[src/rtl/isaa_pkg.sv]
// ----------------------------------------------------------------------------
// isaa_pkg
// Shared types and constants for the IMU sample scaling and averaging core.
// ----------------------------------------------------------------------------
`default_nettype none

package isaa_pkg;

  localparam int RING_LOG2  = 2;
  localparam int TAPS       = 1 << RING_LOG2;
  localparam int RAW_W      = 16;
  localparam int SUM_W      = RAW_W + RING_LOG2;
  localparam int GAIN_W     = 25;
  localparam int PROD_W     = SUM_W + GAIN_W + 1;
  localparam int OUT_W      = 32;
  localparam int FRAC_SHIFT = 8;
  localparam int CFG_W      = 25;
  localparam int CFG_IDX_W  = 3;

  localparam logic [GAIN_W-1:0] ACCEL_GAIN_RST = GAIN_W'(1024);
  localparam logic [GAIN_W-1:0] GYRO_GAIN_RST  = GAIN_W'(128070);
  localparam logic [GAIN_W-1:0] TEMP_GAIN_RST  = GAIN_W'(49345);
  localparam logic [CFG_W-1:0]  TEMP_BIAS_RST  = CFG_W'(2394030);

  typedef enum logic [CFG_IDX_W-1:0] {
    REG_ACCEL_GAIN    = 3'd0,
    REG_GYRO_GAIN     = 3'd1,
    REG_TEMP_GAIN     = 3'd2,
    REG_TEMP_BIAS     = 3'd3,
    REG_FILTER_ENABLE = 3'd4
  } cfg_reg_e;

  typedef struct packed {
    logic signed [RAW_W-1:0] accel_x_raw;
    logic signed [RAW_W-1:0] accel_y_raw;
    logic signed [RAW_W-1:0] accel_z_raw;
    logic signed [RAW_W-1:0] temp_raw;
    logic signed [RAW_W-1:0] gyro_x_raw;
    logic signed [RAW_W-1:0] gyro_y_raw;
    logic signed [RAW_W-1:0] gyro_z_raw;
  } in_item_t;

  typedef struct packed {
    logic signed [OUT_W-1:0] accel_x_out;
    logic signed [OUT_W-1:0] accel_y_out;
    logic signed [OUT_W-1:0] accel_z_out;
    logic signed [OUT_W-1:0] temp_out;
    logic signed [OUT_W-1:0] gyro_x_out;
    logic signed [OUT_W-1:0] gyro_y_out;
    logic signed [OUT_W-1:0] gyro_z_out;
  } out_item_t;

  // pipeline control for the lanes; temperature uses a copy with filtering off
  typedef struct packed {
    logic                 acc;
    logic                 filt;
    logic [RING_LOG2-1:0] slot;
    logic                 en2;
    logic                 en3;
    logic                 filt_s2;
  } lane_ctrl_t;

endpackage

`default_nettype wire

[src/rtl/isaa_scale_lane.sv]
// ----------------------------------------------------------------------------
// isaa_scale_lane
// Gain multiply, floor shift, bias add and 32-bit saturation for one channel.
// ----------------------------------------------------------------------------
`default_nettype none

module isaa_scale_lane
  import isaa_pkg::*;
(
  input  wire                          clk_i,
  input  wire lane_ctrl_t              ctrl_i,
  input  wire logic signed [SUM_W-1:0] val_i,
  input  wire logic [GAIN_W-1:0]       gain_i,
  input  wire logic signed [CFG_W-1:0] bias_i,
  output logic signed [OUT_W-1:0]      res_o
);

  logic signed [PROD_W-1:0]    prod_q;
  logic signed [PROD_W-1:0]    prod_d;
  logic signed [PROD_W-1:0]    shifted;
  logic signed [PROD_W:0]      total;
  logic [PROD_W-OUT_W+1:0]     hi_bits;
  logic signed [OUT_W-1:0]     res_d;
  logic signed [OUT_W-1:0]     res_q;

  assign prod_d = PROD_W'(val_i) * PROD_W'($signed({1'b0, gain_i}));

  always_comb begin
    shifted = ctrl_i.filt_s2 ? (prod_q >>> (FRAC_SHIFT + RING_LOG2))
                             : (prod_q >>> FRAC_SHIFT);
    total   = (PROD_W + 1)'(shifted) + (PROD_W + 1)'(bias_i);
    hi_bits = total[PROD_W:OUT_W-1];
    if ((&hi_bits) || !(|hi_bits)) begin
      res_d = total[OUT_W-1:0];
    end else if (total[PROD_W]) begin
      res_d = {1'b1, {(OUT_W-1){1'b0}}};
    end else begin
      res_d = {1'b0, {(OUT_W-1){1'b1}}};
    end
  end

  always_ff @(posedge clk_i) begin
    if (ctrl_i.en2) begin
      prod_q <= prod_d;
    end
    if (ctrl_i.en3) begin
      res_q <= res_d;
    end
  end

  assign res_o = res_q;

endmodule

`default_nettype wire

[config.mk]
export PLATFORM = sky130hd
export DESIGN_NAME = isaa_scale_lane
export DESIGN_NICKNAME = d
export VERILOG_FILES = /design/src/rtl/isaa_pkg.sv /design/src/rtl/isaa_scale_lane.sv
export SDC_FILE = /design/constraint.sdc
export NUM_CORES = 1
export LEC_CHECK = 0
export ABC_CLOCK_PERIOD_IN_PS = 16400
export BUFFER_PORTS_ARGS = -buffer_cell sky130_fd_sc_hd__buf_4
export CORE_MARGIN = 1.5
export CORE_UTILIZATION = 52
export DETAILED_ROUTE_END_ITERATION = 12
export PLACE_DENSITY = 0.68
export SETUP_SLACK_MARGIN = 0.02
export SYNTH_ARGS = -nofsm -noshare
export SYNTH_HDL_FRONTEND = slang
export SYNTH_SLANG_ARGS = --single-unit
[constraint.sdc]
create_clock -name clk_i -period 16.4 [get_ports clk_i]
set_input_delay 1.64 -clock clk_i [delete_from_list [all_inputs] [get_ports clk_i]]
set_output_delay 1.64 -clock clk_i [all_outputs]
set_load 0.01 [all_outputs]
# Word level (Yosys, flattened, before mapping)
# Cells that the tools add are included.
# totals
reg_bits	76
ram_bits	0
latchBits	0
n_memories	0
rom_bits	0
# op_classes
n_eq_ne	0
n_addsub	1
div	0
reduce_logical	4
mux	3
n_mul	1
n_lt_le_gt_ge	0
shift	0
n_bitwise	0
# op_table
operator	count
2-to-1 mux 32 bit	2
multiplier 18 x 26 -> 44 bit	1
adder 36 x 25 -> 37 bit	1
2-to-1 mux 35 bit	1
AND reduction 14 bit	1
OR reduction 14 bit	1
logical NOT 1 bit	1
logical OR 1 bit	1

# Depth between registers and ports, before layout
# logic_depth
depth_word	6
depth_mapped	25
depth_no_buf	23

# Least setup slack after synthesis
# No wires, ideal clock.
# synth_path
kind	input -> register
startpoint	input port gain_i[10]
endpoint	register prod_q[43] (data pin)
setup_time_ps	260
stages	22
setup_slack_ps	8559
arrival_ps	7581
path_cell_list	clkbuf_1 > clkbuf_1 > nand2_1 > fa_1 > fa_1 > fa_1 > fa_1 > inv_1 > fa_1 > inv_1 > fa_1 > inv_1 > ha_1 > and3_1 > a221o_1 > a21oi_1 > nand2_1 > a211o_1 > a221o_1 > a211o_1 > a21oi_1 > xnor2_1
# synth_via
elab_chain_cells	1
# synth_rtl
element	line_no	source
start: declaration	isaa_scale_lane.sv:13	input wire logic [GAIN_W-1:0] gain_i,
multiplier 18 x 26 -> 44 bit	isaa_scale_lane.sv:26	assign prod_d = PROD_W'(val_i) * PROD_W'($signed({1'b0, gain_i}));
via prod_d[43]	isaa_scale_lane.sv:19	logic signed [PROD_W-1:0] prod_d;
end signal: assignment	isaa_scale_lane.sv:44	prod_q <= prod_d;
end: declaration	isaa_scale_lane.sv:18	logic signed [PROD_W-1:0] prod_q;
# The timed path passes the listed nets, and every way through them passes these cells.
# A chain may end at the register's enable or synchronous reset.

# Worst setup path in the final report
# layout_path
startpoint	input port val_i[3]
endpoint	register prod_q[43] (data pin)
# layout_via
elab_chain_cells	1
# layout_rtl
element	line_no	source
start: declaration	isaa_scale_lane.sv:12	input wire logic signed [SUM_W-1:0] val_i,
multiplier 18 x 26 -> 44 bit	isaa_scale_lane.sv:26	
via prod_d[43]	isaa_scale_lane.sv:19	
# The timed path passes the listed nets, and every way through them passes these cells.

==> run metrics <==
status complete, no violations; 1st-iter DRT viols 606; number of synthesized flops with an enable pin 68; Critical Path Sink Type register; placed cells 2570; area share of the largest cell type after synthesis 38.1%; non-filler cells, final 2585; Post-Syn Instances 2091; synth-to-layout area growth 6.16%; FP Rows 70; first-pass GRT wire length 72700 um; pin count of the biggest net entering global routing 37; met1 WL 19400 um; clock sinks 68; Synth Register Bits 68; Post-CTS Setup Inserts 0; Core Region 0.0366 mm2; drc violations 0; Max Clock Freq 127 MHz; Ports 108; Die X 196 um; Diodes inserted 0; wire per inst 16.9 um; WL met3 2680 um; CTS max path bufs 2; initial antenna violation count 0; number of distinct library cells after synthesis 73; CTS buffer count 9; H-tree lvl count 3; Synth area leader fa_1; relative slew slack 26.3%; post-route clock period utilization 47.9%; die area 0.0383 mm2; Post-synth ARST share 0%; Final nets 2735; drt total wl 43600 um; PortBufs 103; Core Util, Final 56.0%; WL met2 21000 um; multi-input logic area 0.0151 mm2; share of layout cells above drive strength 1 8.31%; Fillers 3296; largest fanout on the critical path 25; Critical Path Max Stage Delay 0.57 ns; Hold WS 0.870 ns; final setup vio count 0; CP max-delay cell fa_1; GRT overflow 0; CTS Root Cell clkbuf_16; final hold violations 0; vias in the first global route 14700; Worst Tran Pin Value 1.11 ns; Pre-antenna DRT Iters 5; Net Count, Synth 2713; Worst Skew 0.00504 ns; Initial Util 52.8%; fin. max-slew vios 0; Critical Path Start Type primary input; worst hold path type reg -> reg; Post-synth top flop edfxtp_1; Mapped Avg Cell Area 9.24 um2; WS Path Type in -> reg; critical path buffer and inverter count 4; arrival time at the worst endpoint 7.94 ns; Worst-Skew Late Latency 0.33 ns; CTS resizes 0; All-Layer GR Usage 23.7%; Seq/Total Area, Yosys 10.6%; Clock Pin Slew Worst Setup and Hold Paths 0.05 ns; antenna viol nets, final 0; highest routing layer actually used met4; crit path time final 7.86 ns; die extent in y 196 um; DP HPWL 35600 um; Netlist Area Pre-Place 0.0193 mm2; CP Cell Sequence buf_4 -> nand2_1 -> fa_1 -> fa_1 -> fa_1 -> fa_1 -> inv_1 -> fa_1 -> inv_1 -> fa_1 -> inv_1 -> ha_1 -> and3_1 -> a221o_1 -> a21oi_1 -> nand2_1 -> a211o_1 -> a221o_1 -> a211o_1 -> a21oi_1 -> xnor2_1; total number of vias 14000; yosys warns 0; Worst path top cell family by delay adder cells; CP required 16.48 ns; register area 0.00204 mm2; RSZ-0062 raised after global routing false; Fin Setup TNS 0 ns; CP most frequent cell fa_1; top post-synthesis cells by area fa_1, ha_1, edfxtp_1; GPL Wtd Cong 0.927; CTS Hold Bufs 0; Max Cap Viol 0; DR vias/cell 5.41; CTS tree built
tightest hold or removal path, delay by kind of cell, from the launching register on:
kind / cells / cell delay [ns]
flops: 1 / 0.32
fa+ha+maj: 1 / 0.16
mux: 1 / 0.14
compound gates: 1 / 0.14
cell usage in the layout (no fill, tap or decap), drive strengths merged, types with 20 or more instances in the layout:
cell type	count
a21o	36
mux2	33
nand2b	20
nor2	53
ha	178
buf	103
fa	368
edfxtp	68
o21ai	28
inv	468
and2	175
xnor2	43
a21oi	46
o21a	42
nand2	282
logic make-up after synthesis:
logic type                 Yosys count  share of synthesized area, %
and+or+nand+nor                    600                          15.2
buffers and inverters              560                          11.4
AOI/OAI and AO/OA                  220                          8.34
adders and majority gates          546                          49.7
muxes                               36                          2.08
xor gates and xnor gates            61                          2.77
DFF                                 68                          10.6
metrics by stage:
stage / instance area [um2] / worst slack [ns]
floorplan: 19300 / 8.56
global placement: 20200 / 8.23
detailed placement: 20200 / 8.15
CTS: 20500 / 8.50
global route: 20500 / 8.25
finish: 20500 / 8.54
state kept, by name, summed over array words and instances (netlist names):
name,flops
prod_q,36
res_o,32
cell usage after synthesis, drive strengths merged, types with 12 or more instances:
| master | count |
|---|---|
| fa | 368 |
| a21o | 36 |
| nand2b | 20 |
| clkbuf | 75 |
| o21a | 42 |
| xor2 | 18 |
| edfxtp | 68 |
| and3 | 14 |
| inv | 468 |
| nor2 | 53 |
| nand3 | 12 |
| a21oi | 46 |
| mux2 | 33 |
| nand2 | 282 |
| xnor2 | 43 |
| buf | 17 |
| o21ai | 28 |
| ha | 178 |
| and2 | 175 |
| nand4 | 13 |
path summary, 6_finish.rpt:
path / startpoint / cells after the start / slack (ns) / end
setup / recovery: val_i[3] / 21 / 8.54 / prod_q[43]
hold reg to reg: prod_q[8] / 3 / 0.87 / res_o[0]
hold / removal: prod_q[8] / 3 / 0.87 / res_o[0]
setup reg to reg: prod_q[10] / 13 / 12.12 / res_o[26]
area by class of cell:
| cell class | count | area share [%] |
|---|---|---|
| sequential | 68 | 9.96 |
| tap | 468 | 2.86 |
| inverter | 468 | 8.57 |
| clock buffer | 11 | 1.13 |
| timing repair buffer | 103 | 3.77 |
| clock inverter | 4 | 0.201 |
| multi-input combinational | 1463 | 73.5 |
layer usage:
layer	track usage [%]	up-vias
met1	32.0	7096
met5	0	-
met3	3.27	44
met4	5.07	0
li1	-	6455
met2	40.8	397
Power is not shown: default switching activity piles up to over one toggle a cycle in this logic, so the estimate is an artifact.
