**config.mk**
```make
export PLATFORM = sky130hd
export DESIGN_NAME = isaa_ring_lane
export DESIGN_NICKNAME = d
export VERILOG_FILES = /design/src/rtl/isaa_pkg.sv /design/src/rtl/isaa_ring_lane.sv
export SDC_FILE = /design/constraint.sdc
export NUM_CORES = 1
export LEC_CHECK = 0
export BUFFER_PORTS_ARGS = -buffer_cell sky130_fd_sc_hd__buf_2
export CORE_MARGIN = 3
export CORE_UTILIZATION = 60
export CTS_CLUSTER_SIZE = 40
export DETAILED_ROUTE_END_ITERATION = 10
export PLACE_DENSITY_LB_ADDON = 0.15
export SLEW_MARGIN = 5
export SYNTH_ARGS = -nofsm -noshare
export SYNTH_HDL_FRONTEND = slang
export SYNTH_SLANG_ARGS = --single-unit
```
**constraint.sdc**
```tcl
create_clock -name clk_i -period 4.5 [get_ports clk_i]
set_input_delay 0.225 -clock clk_i [delete_from_list [all_inputs] [get_ports clk_i]]
set_output_delay 0.225 -clock clk_i [all_outputs]
set_load 0.1 [all_outputs]
```
**src/rtl/isaa_pkg.sv**
```systemverilog
// ----------------------------------------------------------------------------
// isaa_pkg
// Shared types and constants for the IMU sample scaling and averaging core.
// ----------------------------------------------------------------------------
`default_nettype none

package isaa_pkg;

  localparam int RING_LOG2  = 2;
  localparam int TAPS       = 1 << RING_LOG2;
  localparam int RAW_W      = 16;
  localparam int SUM_W      = RAW_W + RING_LOG2;
  localparam int GAIN_W     = 25;
  localparam int PROD_W     = SUM_W + GAIN_W + 1;
  localparam int OUT_W      = 32;
  localparam int FRAC_SHIFT = 8;
  localparam int CFG_W      = 25;
  localparam int CFG_IDX_W  = 3;

  localparam logic [GAIN_W-1:0] ACCEL_GAIN_RST = GAIN_W'(1024);
  localparam logic [GAIN_W-1:0] GYRO_GAIN_RST  = GAIN_W'(128070);
  localparam logic [GAIN_W-1:0] TEMP_GAIN_RST  = GAIN_W'(49345);
  localparam logic [CFG_W-1:0]  TEMP_BIAS_RST  = CFG_W'(2394030);

  typedef enum logic [CFG_IDX_W-1:0] {
    REG_ACCEL_GAIN    = 3'd0,
    REG_GYRO_GAIN     = 3'd1,
    REG_TEMP_GAIN     = 3'd2,
    REG_TEMP_BIAS     = 3'd3,
    REG_FILTER_ENABLE = 3'd4
  } cfg_reg_e;

  typedef struct packed {
    logic signed [RAW_W-1:0] accel_x_raw;
    logic signed [RAW_W-1:0] accel_y_raw;
    logic signed [RAW_W-1:0] accel_z_raw;
    logic signed [RAW_W-1:0] temp_raw;
    logic signed [RAW_W-1:0] gyro_x_raw;
    logic signed [RAW_W-1:0] gyro_y_raw;
    logic signed [RAW_W-1:0] gyro_z_raw;
  } in_item_t;

  typedef struct packed {
    logic signed [OUT_W-1:0] accel_x_out;
    logic signed [OUT_W-1:0] accel_y_out;
    logic signed [OUT_W-1:0] accel_z_out;
    logic signed [OUT_W-1:0] temp_out;
    logic signed [OUT_W-1:0] gyro_x_out;
    logic signed [OUT_W-1:0] gyro_y_out;
    logic signed [OUT_W-1:0] gyro_z_out;
  } out_item_t;

  // pipeline control for the lanes; temperature uses a copy with filtering off
  typedef struct packed {
    logic                 acc;
    logic                 filt;
    logic [RING_LOG2-1:0] slot;
    logic                 en2;
    logic                 en3;
    logic                 filt_s2;
  } lane_ctrl_t;

endpackage

`default_nettype wire

```
**src/rtl/isaa_ring_lane.sv**
```systemverilog
// ----------------------------------------------------------------------------
// isaa_ring_lane
// Per-channel ring of raw counts with a running sum; first pipeline stage.
// ----------------------------------------------------------------------------
`default_nettype none

module isaa_ring_lane
  import isaa_pkg::*;
(
  input  wire                      clk_i,
  input  wire                      rst_ni,
  input  wire lane_ctrl_t          ctrl_i,
  input  wire logic signed [RAW_W-1:0] raw_i,
  output logic signed [SUM_W-1:0]  val_o
);

  logic signed [RAW_W-1:0] ring_q [TAPS];
  logic signed [SUM_W-1:0] rsum_q;
  logic signed [SUM_W-1:0] rsum_d;
  logic signed [SUM_W-1:0] val_q;

  assign rsum_d = rsum_q - SUM_W'(ring_q[ctrl_i.slot]) + SUM_W'(raw_i);

  always_ff @(posedge clk_i or negedge rst_ni) begin
    if (!rst_ni) begin
      for (int i = 0; i < TAPS; i++) begin
        ring_q[i] <= '0;
      end
      rsum_q <= '0;
    end else if (ctrl_i.acc && ctrl_i.filt) begin
      ring_q[ctrl_i.slot] <= raw_i;
      rsum_q              <= rsum_d;
    end
  end

  always_ff @(posedge clk_i) begin
    if (ctrl_i.acc) begin
      val_q <= ctrl_i.filt ? rsum_d : SUM_W'(raw_i);
    end
  end

  assign val_o = val_q;

endmodule

`default_nettype wire

```
### Word level (Yosys, flattened, before mapping)

Index checks and enable logic that the tools add are counted.

* bitwise gates (word level): 1
* reduce and logical (&&, ||, !) cells: 2
* $add $sub $neg: 2
* order comparisons: 2
* muxes and demuxes: 7

Operators by type and width (number)
* 64-bit bitwise mux: 1
* 16-bit two-way mux: 3
* 16-bit binary-select mux with 2-bit select: 1
* 16-bit demux with 2-bit select: 1
* 18-bit by 16-bit adder with 18-bit output: 1
* 18-bit two-way mux: 1
* 18-bit by 16-bit subtractor with 18-bit output: 1
* 3-bit greater-or-equal comparator, second input constant: 1
* 3-bit by 1-bit less-than comparator with 1-bit output, second input constant: 1
* 2-bit NOT with 3-bit output: 1
* 1-bit logical AND: 2

* flip-flop bits (word level): 100
* bits of input ports: 25
* logic and storage cells: 20
* output and inout port bits: 18

### Longest topological paths before layout

Gate-level depths: netlist (run 1).

* depth after elaboration: 7
* mapped depth: 15
* gate-level depth less buffers: 13

### Least setup slack after synthesis (run 1)

No wires, ideal clock.

* kind: input port to flip-flop
* start point: in ctrl_i[3] in the netlist's numbering
* end point: reg val_q[14] (netlist: val_o[14]), data pin
* setup time: 0.260 ns
* cell stages on the path: 15
* setup slack: 0.959 ns
* buffers on the path: 2
* data required time: 4.240 ns
* arrival time: 3.281 ns
* cells stage by stage: buf_2 > buf_2 > mux4_2 > ha_1 > inv_1 > ha_1 > inv_1 > fa_1 > nand2b_1 > a21oi_1 > o21ai_2 > o221ai_2 > a21oi_2 > xnor2_1 > mux2_2

* word-level cells in the longest chain between the ends: 7

RTL lines
* from (decl): line isaa_ring_lane.sv:12 `input wire lane_ctrl_t ctrl_i,`
* 2-bit NOT with 3-bit output (implied by the code): line isaa_ring_lane.sv:22 `assign rsum_d = rsum_q - SUM_W'(ring_q[ctrl_i.slot]) + SUM_W'(raw_i);`
* 16-bit binary-select mux with 2-bit select: line isaa_ring_lane.sv:22
* 16-bit two-way mux (implied by the code) (2 in series): line isaa_ring_lane.sv:22
* 18-bit by 16-bit subtractor with 18-bit output: line isaa_ring_lane.sv:22
* 18-bit by 16-bit adder with 18-bit output: line isaa_ring_lane.sv:22
* 18-bit two-way mux: line isaa_ring_lane.sv:38 `val_q <= ctrl_i.filt ? rsum_d : SUM_W'(raw_i);`
* to (signal assigned): line isaa_ring_lane.sv:38
* to (decl): line isaa_ring_lane.sv:20 `logic signed [SUM_W-1:0] val_q;`

Every way passes these cells. The select of a mux whose other input is x is not followed.
A chain may end at the register's enable or synchronous reset.

### Worst setup path in the final report (run 1)

* start point: in ctrl_i[3] in the netlist's numbering
* end point: reg val_q[11] (netlist: val_o[11]), data pin

The elaborated chain is that of the path after synthesis.

==> summary by stage, run 1 <==
Global route
The leftover overflow at the end of global routing is 0. Entering global routing, the biggest net connects 83 pins. The via count of the first global-routing pass is 3741. The number of antenna violations at the first check in global routing is 0. In the global route stage, overall resource usage came out at 0.2401. The first global-routing pass estimated 18.87 mm of wire.

Clock network
TritonCTS built the clock tree. The longest clock path from root to sink contains 2 buffers. After clock tree synthesis, the repair step resized 0 gates.

After clock tree synthesis, the clock-pin slew on the worst setup and hold paths is 0.09 ns. Clock tree synthesis selected as its root buffer the cell sky130_fd_sc_hd__clkbuf_8. The number of hold buffers added after CTS is 0. The number of post-CTS setup repair buffers is 0.

The count of H-tree levels built during CTS is 3. The clock latency reported for the late side of the worst-skew pair is 0.37 ns. The number of clock buffers added by TritonCTS is 9. CTS saw 100 sinks.

Setup path
STA puts the critical path data arrival time at 3.70 ns. STA classifies the critical path endpoint as a flop. Across all register-to-register paths, the minimum setup slack is 1.06 ns. Data on the critical path is required at its endpoint by 4.62 ns.

The type of the setup path with the least slack is input pin to flop. STA classifies the critical path startpoint as an input pin. The highest net fanout along the worst path is 20.

Outcome
The run finished with clean final reports.

Timing
The total count of hold-check failures in the final report is 0. Setup repair after global routing left no endpoint under its margin. For the final database, setup skew stands at 0.009897 ns. The number of max-slew violations in the final report was 0. For the pin with the worst max-slew slack, the measured transition is 1.031 ns. The setup TNS is 0 ns.

The peak clock frequency supported by timing is 0.2794 GHz. In the finished design, the share of the clock period the worst path needs comes to 0.7953. The worst slew margin relative to its limit is 0.3113. For the finished layout, the period the worst path requires is 3.579 ns. The count of final setup violators is 0.

Routing
The detail route stage leaves a number of antenna-violating nets equal to 0. The final routed wirelength across all metal layers is 11.07 mm. In the final routed layout, each cell accounts on average for 17.18 um. Dividing the detail-routed via count by the number of cells gives 5.661. In this run, the number of DRC markers left after iteration 0 of detailed routing was 218.

The residual DRC count is 0. For this block, the via count after detailed routing is 3646. Before antenna repair, the detailed router went through 6 iterations.

Die
The die is 101.6 um wide. 43 I/O pins were placed. The floorplan step defined a core boundary enclosing 8806 sq um. In this run the vertical extent of the chip is 101.6 um.

The initial utilization of the core area, before any placement, comes to 0.6229. The area of the die is 10330 sq um. The initialized floorplan defines 34 standard-cell rows.

Logic synthesis
Yosys printed 0 warnings. The post-synthesis average cell area is 11.10 sq um. The number of synthesized flops with an enable pin is 18. The number of nets in the synthesized netlist is 555. The number of cells produced by synthesis is 494.

In this run, synthesis produced a sequential element count of 100. The fraction of registers with async set/reset is 0.8200. The prevailing post-synth register cell is sky130_fd_sc_hd__dfrtp_1. In this run the cell area of the synthesized design comes to 5485 sq um.

The proportion of synthesized chip area in sequential cells is 0.4726. The netlist uses 39 different library cells.

Cells and area
The area added between synthesis and finish is 9.101%. The count of antenna diodes in the layout is 0. The final net count is 592. Leaving out fill and tap cells, the most frequent cells in the layout are sky130_fd_sc_hd__dfrtp_1 (82), sky130_fd_sc_hd__inv_1 (72), sky130_fd_sc_hd__nand2_1 (66), sky130_fd_sc_hd__o21ai_0 (61), sky130_fd_sc_hd__mux2_2 (40). Leaving out fill and tap cells, the most frequent cell in the layout is sky130_fd_sc_hd__dfrtp_1. The share of cells above drive strength 1 is 0.2313.

Placed design
Routability-driven placement finished with a final weighted congestion of 0.8202. The HPWL after detailed placement is 7.847 mm. The total of buffers placed on input and output ports is 39.

Job
Across the run, the number of max-cap violations was 0.

Min path
The worst hold path belongs to the class input pin to asynchronous set/reset pin.
==> Yosys cell counts (3+ instances only) <==
master | number | area (sq um)
sky130_fd_sc_hd__xor2_1 | 5 | 43.79
sky130_fd_sc_hd__nand2b_1 | 3 | 18.77
sky130_fd_sc_hd__mux4_2 | 16 | 360.4
sky130_fd_sc_hd__nor2_1 | 7 | 26.28
sky130_fd_sc_hd__nand2_1 | 66 | 247.7
sky130_fd_sc_hd__mux2_2 | 40 | 450.4
sky130_fd_sc_hd__a21o_1 | 10 | 75.07
sky130_fd_sc_hd__clkbuf_1 | 13 | 48.80
sky130_fd_sc_hd__buf_2 | 4 | 20.02
sky130_fd_sc_hd__fa_1 | 17 | 340.3
sky130_fd_sc_hd__edfxtp_1 | 18 | 540.5
sky130_fd_sc_hd__nand4_1 | 4 | 25.02
sky130_fd_sc_hd__inv_1 | 72 | 270.3
sky130_fd_sc_hd__a21oi_1 | 16 | 80.08
sky130_fd_sc_hd__dfrtp_1 | 82 | 2052
sky130_fd_sc_hd__o21ai_0 | 61 | 305.3
sky130_fd_sc_hd__xnor2_1 | 14 | 122.6
sky130_fd_sc_hd__ha_1 | 19 | 237.7
==> logic make-up after synthesis <==
family | share of synthesized area
simple gates | 0.06866
flops | 0.4726
xor+xnor | 0.03034
fa+ha+maj | 0.1054
compound gates | 0.1088
buf+inv | 0.06455
mux | 0.1496
==> path summary, 6_finish.rpt <==
kind,from,to,cells after the start
max reg2reg,ring_q[20]$_DFFE_PN0P_,val_o[11]$_DFFE_PP_,11
max in group asynchronous,rst_ni,rsum_q[16]$_DFFE_PN0P_,1
min reg2reg,ring_q[46]$_DFFE_PN0P_,ring_q[46]$_DFFE_PN0P_,2
min,rst_ni,ring_q[47]$_DFFE_PN0P_,1
min in group clk_i,raw_i[7],ring_q[55]$_DFFE_PN0P_,2
max,ctrl_i[3],val_o[11]$_DFFE_PP_,12
==> layer usage <==
| metal | GRT usage | share of wire |
|---|---|---|
| met1 | 0.3562 | 0.47 |
| met2 | 0.3687 | 0.47 |
| met3 | 0.04683 | 0.040 |
| met4 | 0.06033 | 0.013 |
| met5 | 0 | 0 |
==> worst max-delay path, stage by stage <==
cell                      delay, ns
sky130_fd_sc_hd__buf_2         0.54
sky130_fd_sc_hd__mux4_2        0.60
sky130_fd_sc_hd__fa_1          0.50
sky130_fd_sc_hd__inv_1         0.05
sky130_fd_sc_hd__ha_1          0.36
sky130_fd_sc_hd__a21o_1        0.23
sky130_fd_sc_hd__a31oi_1       0.17
sky130_fd_sc_hd__nand2_1       0.14
sky130_fd_sc_hd__a31oi_2       0.30
sky130_fd_sc_hd__o21ai_1       0.12
sky130_fd_sc_hd__xor2_1        0.18
sky130_fd_sc_hd__mux2_2        0.27
==> registers in the layout, indices dropped and copies added (netlist names) <==
| register | count |
|---|---|
| ring_q | 64 |
| rsum_q | 18 |
| val_o | 18 |
==> stage by stage <==
| step | util | hold WS, ns | instance area, sq um | instances | worst slack [ns] |
|---|---|---|---|---|---|
| CTS | 0.6796 | 0.07786 | 5984 | 644 | 0.9179 |
| global placement | 0.6563 | 0.4571 | 5779 | 628 | 0.5997 |
| detailed placement | 0.6563 | 0.4665 | 5779 | 628 | 0.5379 |
| floorplan | - | -0.07059 | 5485 | 494 | 0.9593 |
| global route | 0.6796 | 0.09319 | 5984 | 644 | 0.7538 |
| finish | 0.6796 | 0.01151 | 5984 | 644 | 0.9211 |
==> layout make-up <==
cell class / count / area, sq um
Clock buffer: 12 / 177.7
Clock inverter: 4 / 27.53
Fill cell: 691 / 2821
Inverter: 72 / 270.3
Multi-Input combinational cell: 303 / 2539
Sequential cell: 100 / 2592
Tap cell: 108 / 135.1
Timing Repair Buffer: 45 / 242.7
Power of run 1 is left out: the tool's default activity adds up to more than one toggle a clock period on the data nets, which glitch-free logic cannot reach.
==> run 2: changes to the inputs <==
==> constraint.sdc (replaced) <==
create_clock -name clk_i -period 3.4 [get_ports clk_i]
set_input_delay 0.17 -clock clk_i [delete_from_list [all_inputs] [get_ports clk_i]]
set_output_delay 0.17 -clock clk_i [all_outputs]
set_load 0.1 [all_outputs]
==> summary by stage, run 2 (same netlist as run 1, synthesis figures left out) <==
Die
The floorplan step defined a die boundary enclosing 10330 sq um. The number of placed I/O pins is 43. The floorplan core area is 8806 sq um. The initial utilization of the core area, before any placement, comes to 0.6229. Row generation in the floorplan step produced 34 rows.

In this run the vertical extent of the chip is 101.6 um. The die outline width is 101.6 um.

Cells and area
The layout has 658 filler cells. The share of cells above drive strength 1 is 0.3052. The register with the most flip-flops in the layout has 64 of them. In the layout the commonest cells are sky130_fd_sc_hd__dfrtp_1 (82), sky130_fd_sc_hd__inv_1 (72), sky130_fd_sc_hd__nand2_1 (66), sky130_fd_sc_hd__o21ai_0 (59), sky130_fd_sc_hd__buf_4 (49). The area added between synthesis and finish is 16.22%. The final net count is 636. The final core utilization is 0.7239. The count of antenna diodes in the layout is 0. The most common cell after layout, fill and taps aside is sky130_fd_sc_hd__dfrtp_1.

ring_q holds more flip-flops than any other register.

Setup path
The type of the setup path with the least slack is flop to flop. Of all nets on the critical path, the largest fanout is 3. The worst register-to-register path ends at val_o[11]$_DFFE_PP_. The startpoint identified for the worst register-to-register timing path is ring_q[52]$_DFFE_PN0P_. The category of the worst setup path launch point is a flop.

The number of cells on the worst reg-to-reg path is 11. The worst setup path is captured at a flop. For flop-to-flop paths, the worst setup slack is 0.11 ns. The arrival time at the worst endpoint is 3.41 ns. STA puts the critical path data required time at 3.52 ns.

Global route
The largest net degree at the start of global routing is 83. Summed over all layers, the global routing overflow is 0. The number of antenna violations at the first check in global routing came to 0. The first global-routing pass estimated 19.67 mm of wire. The global-route usage over all layers is 0.2509.

The via count of the first global-routing pass is 4007.

Clock network
The largest buffer count on any clock path is 2. Counting every sink on the clock net gives 100. The count of H-tree levels built during CTS is 3. The number of post-CTS setup repair buffers is 0.

The clock latency reported for the late side of the worst-skew pair is 0.38 ns. TritonCTS built the clock tree. The post-CTS clock slew at the launch and capture registers of the worst setup and hold paths is 0.10 ns. Clock tree synthesis selected as its root buffer the cell sky130_fd_sc_hd__clkbuf_8. Clock tree synthesis inserted a total of 9 buffers.

Timing
The worst slew margin relative to its limit is 0.3031. The total count of hold-check failures in the final report is 31. In the finished design, the share of the clock period the worst path needs comes to 0.9681. At the pin with the least slew margin, the transition time is 1.045 ns. The number of max-slew violations in the final report came to 0. Summed over all failing endpoints, the final setup total negative slack is 0 ns. The routed design could run at a clock period as short as 3.291 ns.

The largest clock skew in the final design is 0.02056 ns. The final-layout worst hold slack is -0.01347 ns. The worst path setup slack after routing is 0.1085 ns. Setup violations remaining at the end of the flow were counted as 0.

The peak clock frequency supported by timing is 0.3038 GHz.

Outcome
The checks that failed: negative hold slack. The flow ran to the end, but the final reports show violations.

Routing
The DRC violation total after the first TritonRoute iteration is 150. The residual DRC count is 0. The detailed-router iteration count before antenna repair is 4. The final routed wirelength across all metal layers is 11.83 mm. The average via count per standard cell is 5.554. The post-detailed-route count of antenna-violating nets is 0. Summing over every cut layer, the via total after detailed routing is 3821.

The per-cell routed wire length is 17.19 um.

Placed design
The total of buffers placed on input and output ports is 39. The wire-length estimate of the detail-placed layout is 8.593 mm. The worst slack at placement is -0.07641 ns. The final weighted congestion of routability-driven global placement is 0.8664.

Job
The number of max-cap violations is 0.

Min path
The tightest min-delay check is of the input pin to asynchronous set/reset pin type.
==> run 2: cell count changes in the layout (fill, tap and decap cells not counted), sizes merged <==
| cell | delta |
|---|---|
| buf | +44 |
| clkbuf | -2 |
| clkinv | -1 |
| inv | +3 |
==> run 2: critical path, cell delays in order, from the launching register on <==
cell and delay [ns]:
sky130_fd_sc_hd__dfrtp_1 0.41, sky130_fd_sc_hd__mux4_2 0.48, sky130_fd_sc_hd__fa_1 0.49, sky130_fd_sc_hd__inv_1 0.05
sky130_fd_sc_hd__ha_1 0.30, sky130_fd_sc_hd__a21o_1 0.22, sky130_fd_sc_hd__a31oi_1 0.15, sky130_fd_sc_hd__nand2_1 0.11
sky130_fd_sc_hd__a31oi_2 0.27, sky130_fd_sc_hd__o21ai_1 0.12, sky130_fd_sc_hd__xor2_1 0.17, sky130_fd_sc_hd__mux2_2 0.27
==> run 2: how the worst max path moves through the flow <==
stage	slack (ns)	start	to	cells after the start
after floorplan	0.004	ctrl_i[3]	val_o[14]$_DFFE_PP_	15
after global placement	-0.05	ctrl_i[3]	val_o[14]$_DFFE_PP_	13
after detailed placement	-0.08	ctrl_i[3]	val_o[14]$_DFFE_PP_	13
after CTS	0.08	ring_q[1]$_DFFE_PN0P_	val_o[14]$_DFFE_PP_	10
after global routing	-0.05	ring_q[52]$_DFFE_PN0P_	val_o[11]$_DFFE_PP_	11
final	0.11	ring_q[52]$_DFFE_PN0P_	val_o[11]$_DFFE_PP_	11
==> run 2: repair_timing <==
item	in CTS	in global routing
endpoints found under the hold margin	0	0
gates resized for setup	0	13
endpoints found under the setup margin	0	10
hold buffers	0	0
==> run 2: through the flow <==
step	cells	instance area (sq um)
after detailed placement	672	6135
after global routing	688	6375
final	688	6375
after floorplan	494	5489
after global placement	672	6135
after CTS	688	6316
==> run 2: layout make-up <==
cell class                 count  area [sq um]  share of cell area
clock buffer                  10         137.6             0.02159
inverter                      72         270.3             0.04239
timing repair buffer          89         598.1             0.09382
clock inverter                 6         43.79            0.006869
tap                          108         135.1             0.02120
multi-input combinational    303          2597              0.4075
sequential                   100          2592              0.4067
==> run 2: metal layers <==
metal	share of wire	vias to the layer above	track usage	wire length, um
met5	0	-	0	0
met4	0.0075	0	0.07362	89
met3	0.057	6	0.04270	679
met2	0.49	96	0.4064	5808
met1	0.44	1881	0.3516	5253
li1	-	1838	-	-
Power of run 2 is left out for the same reason.
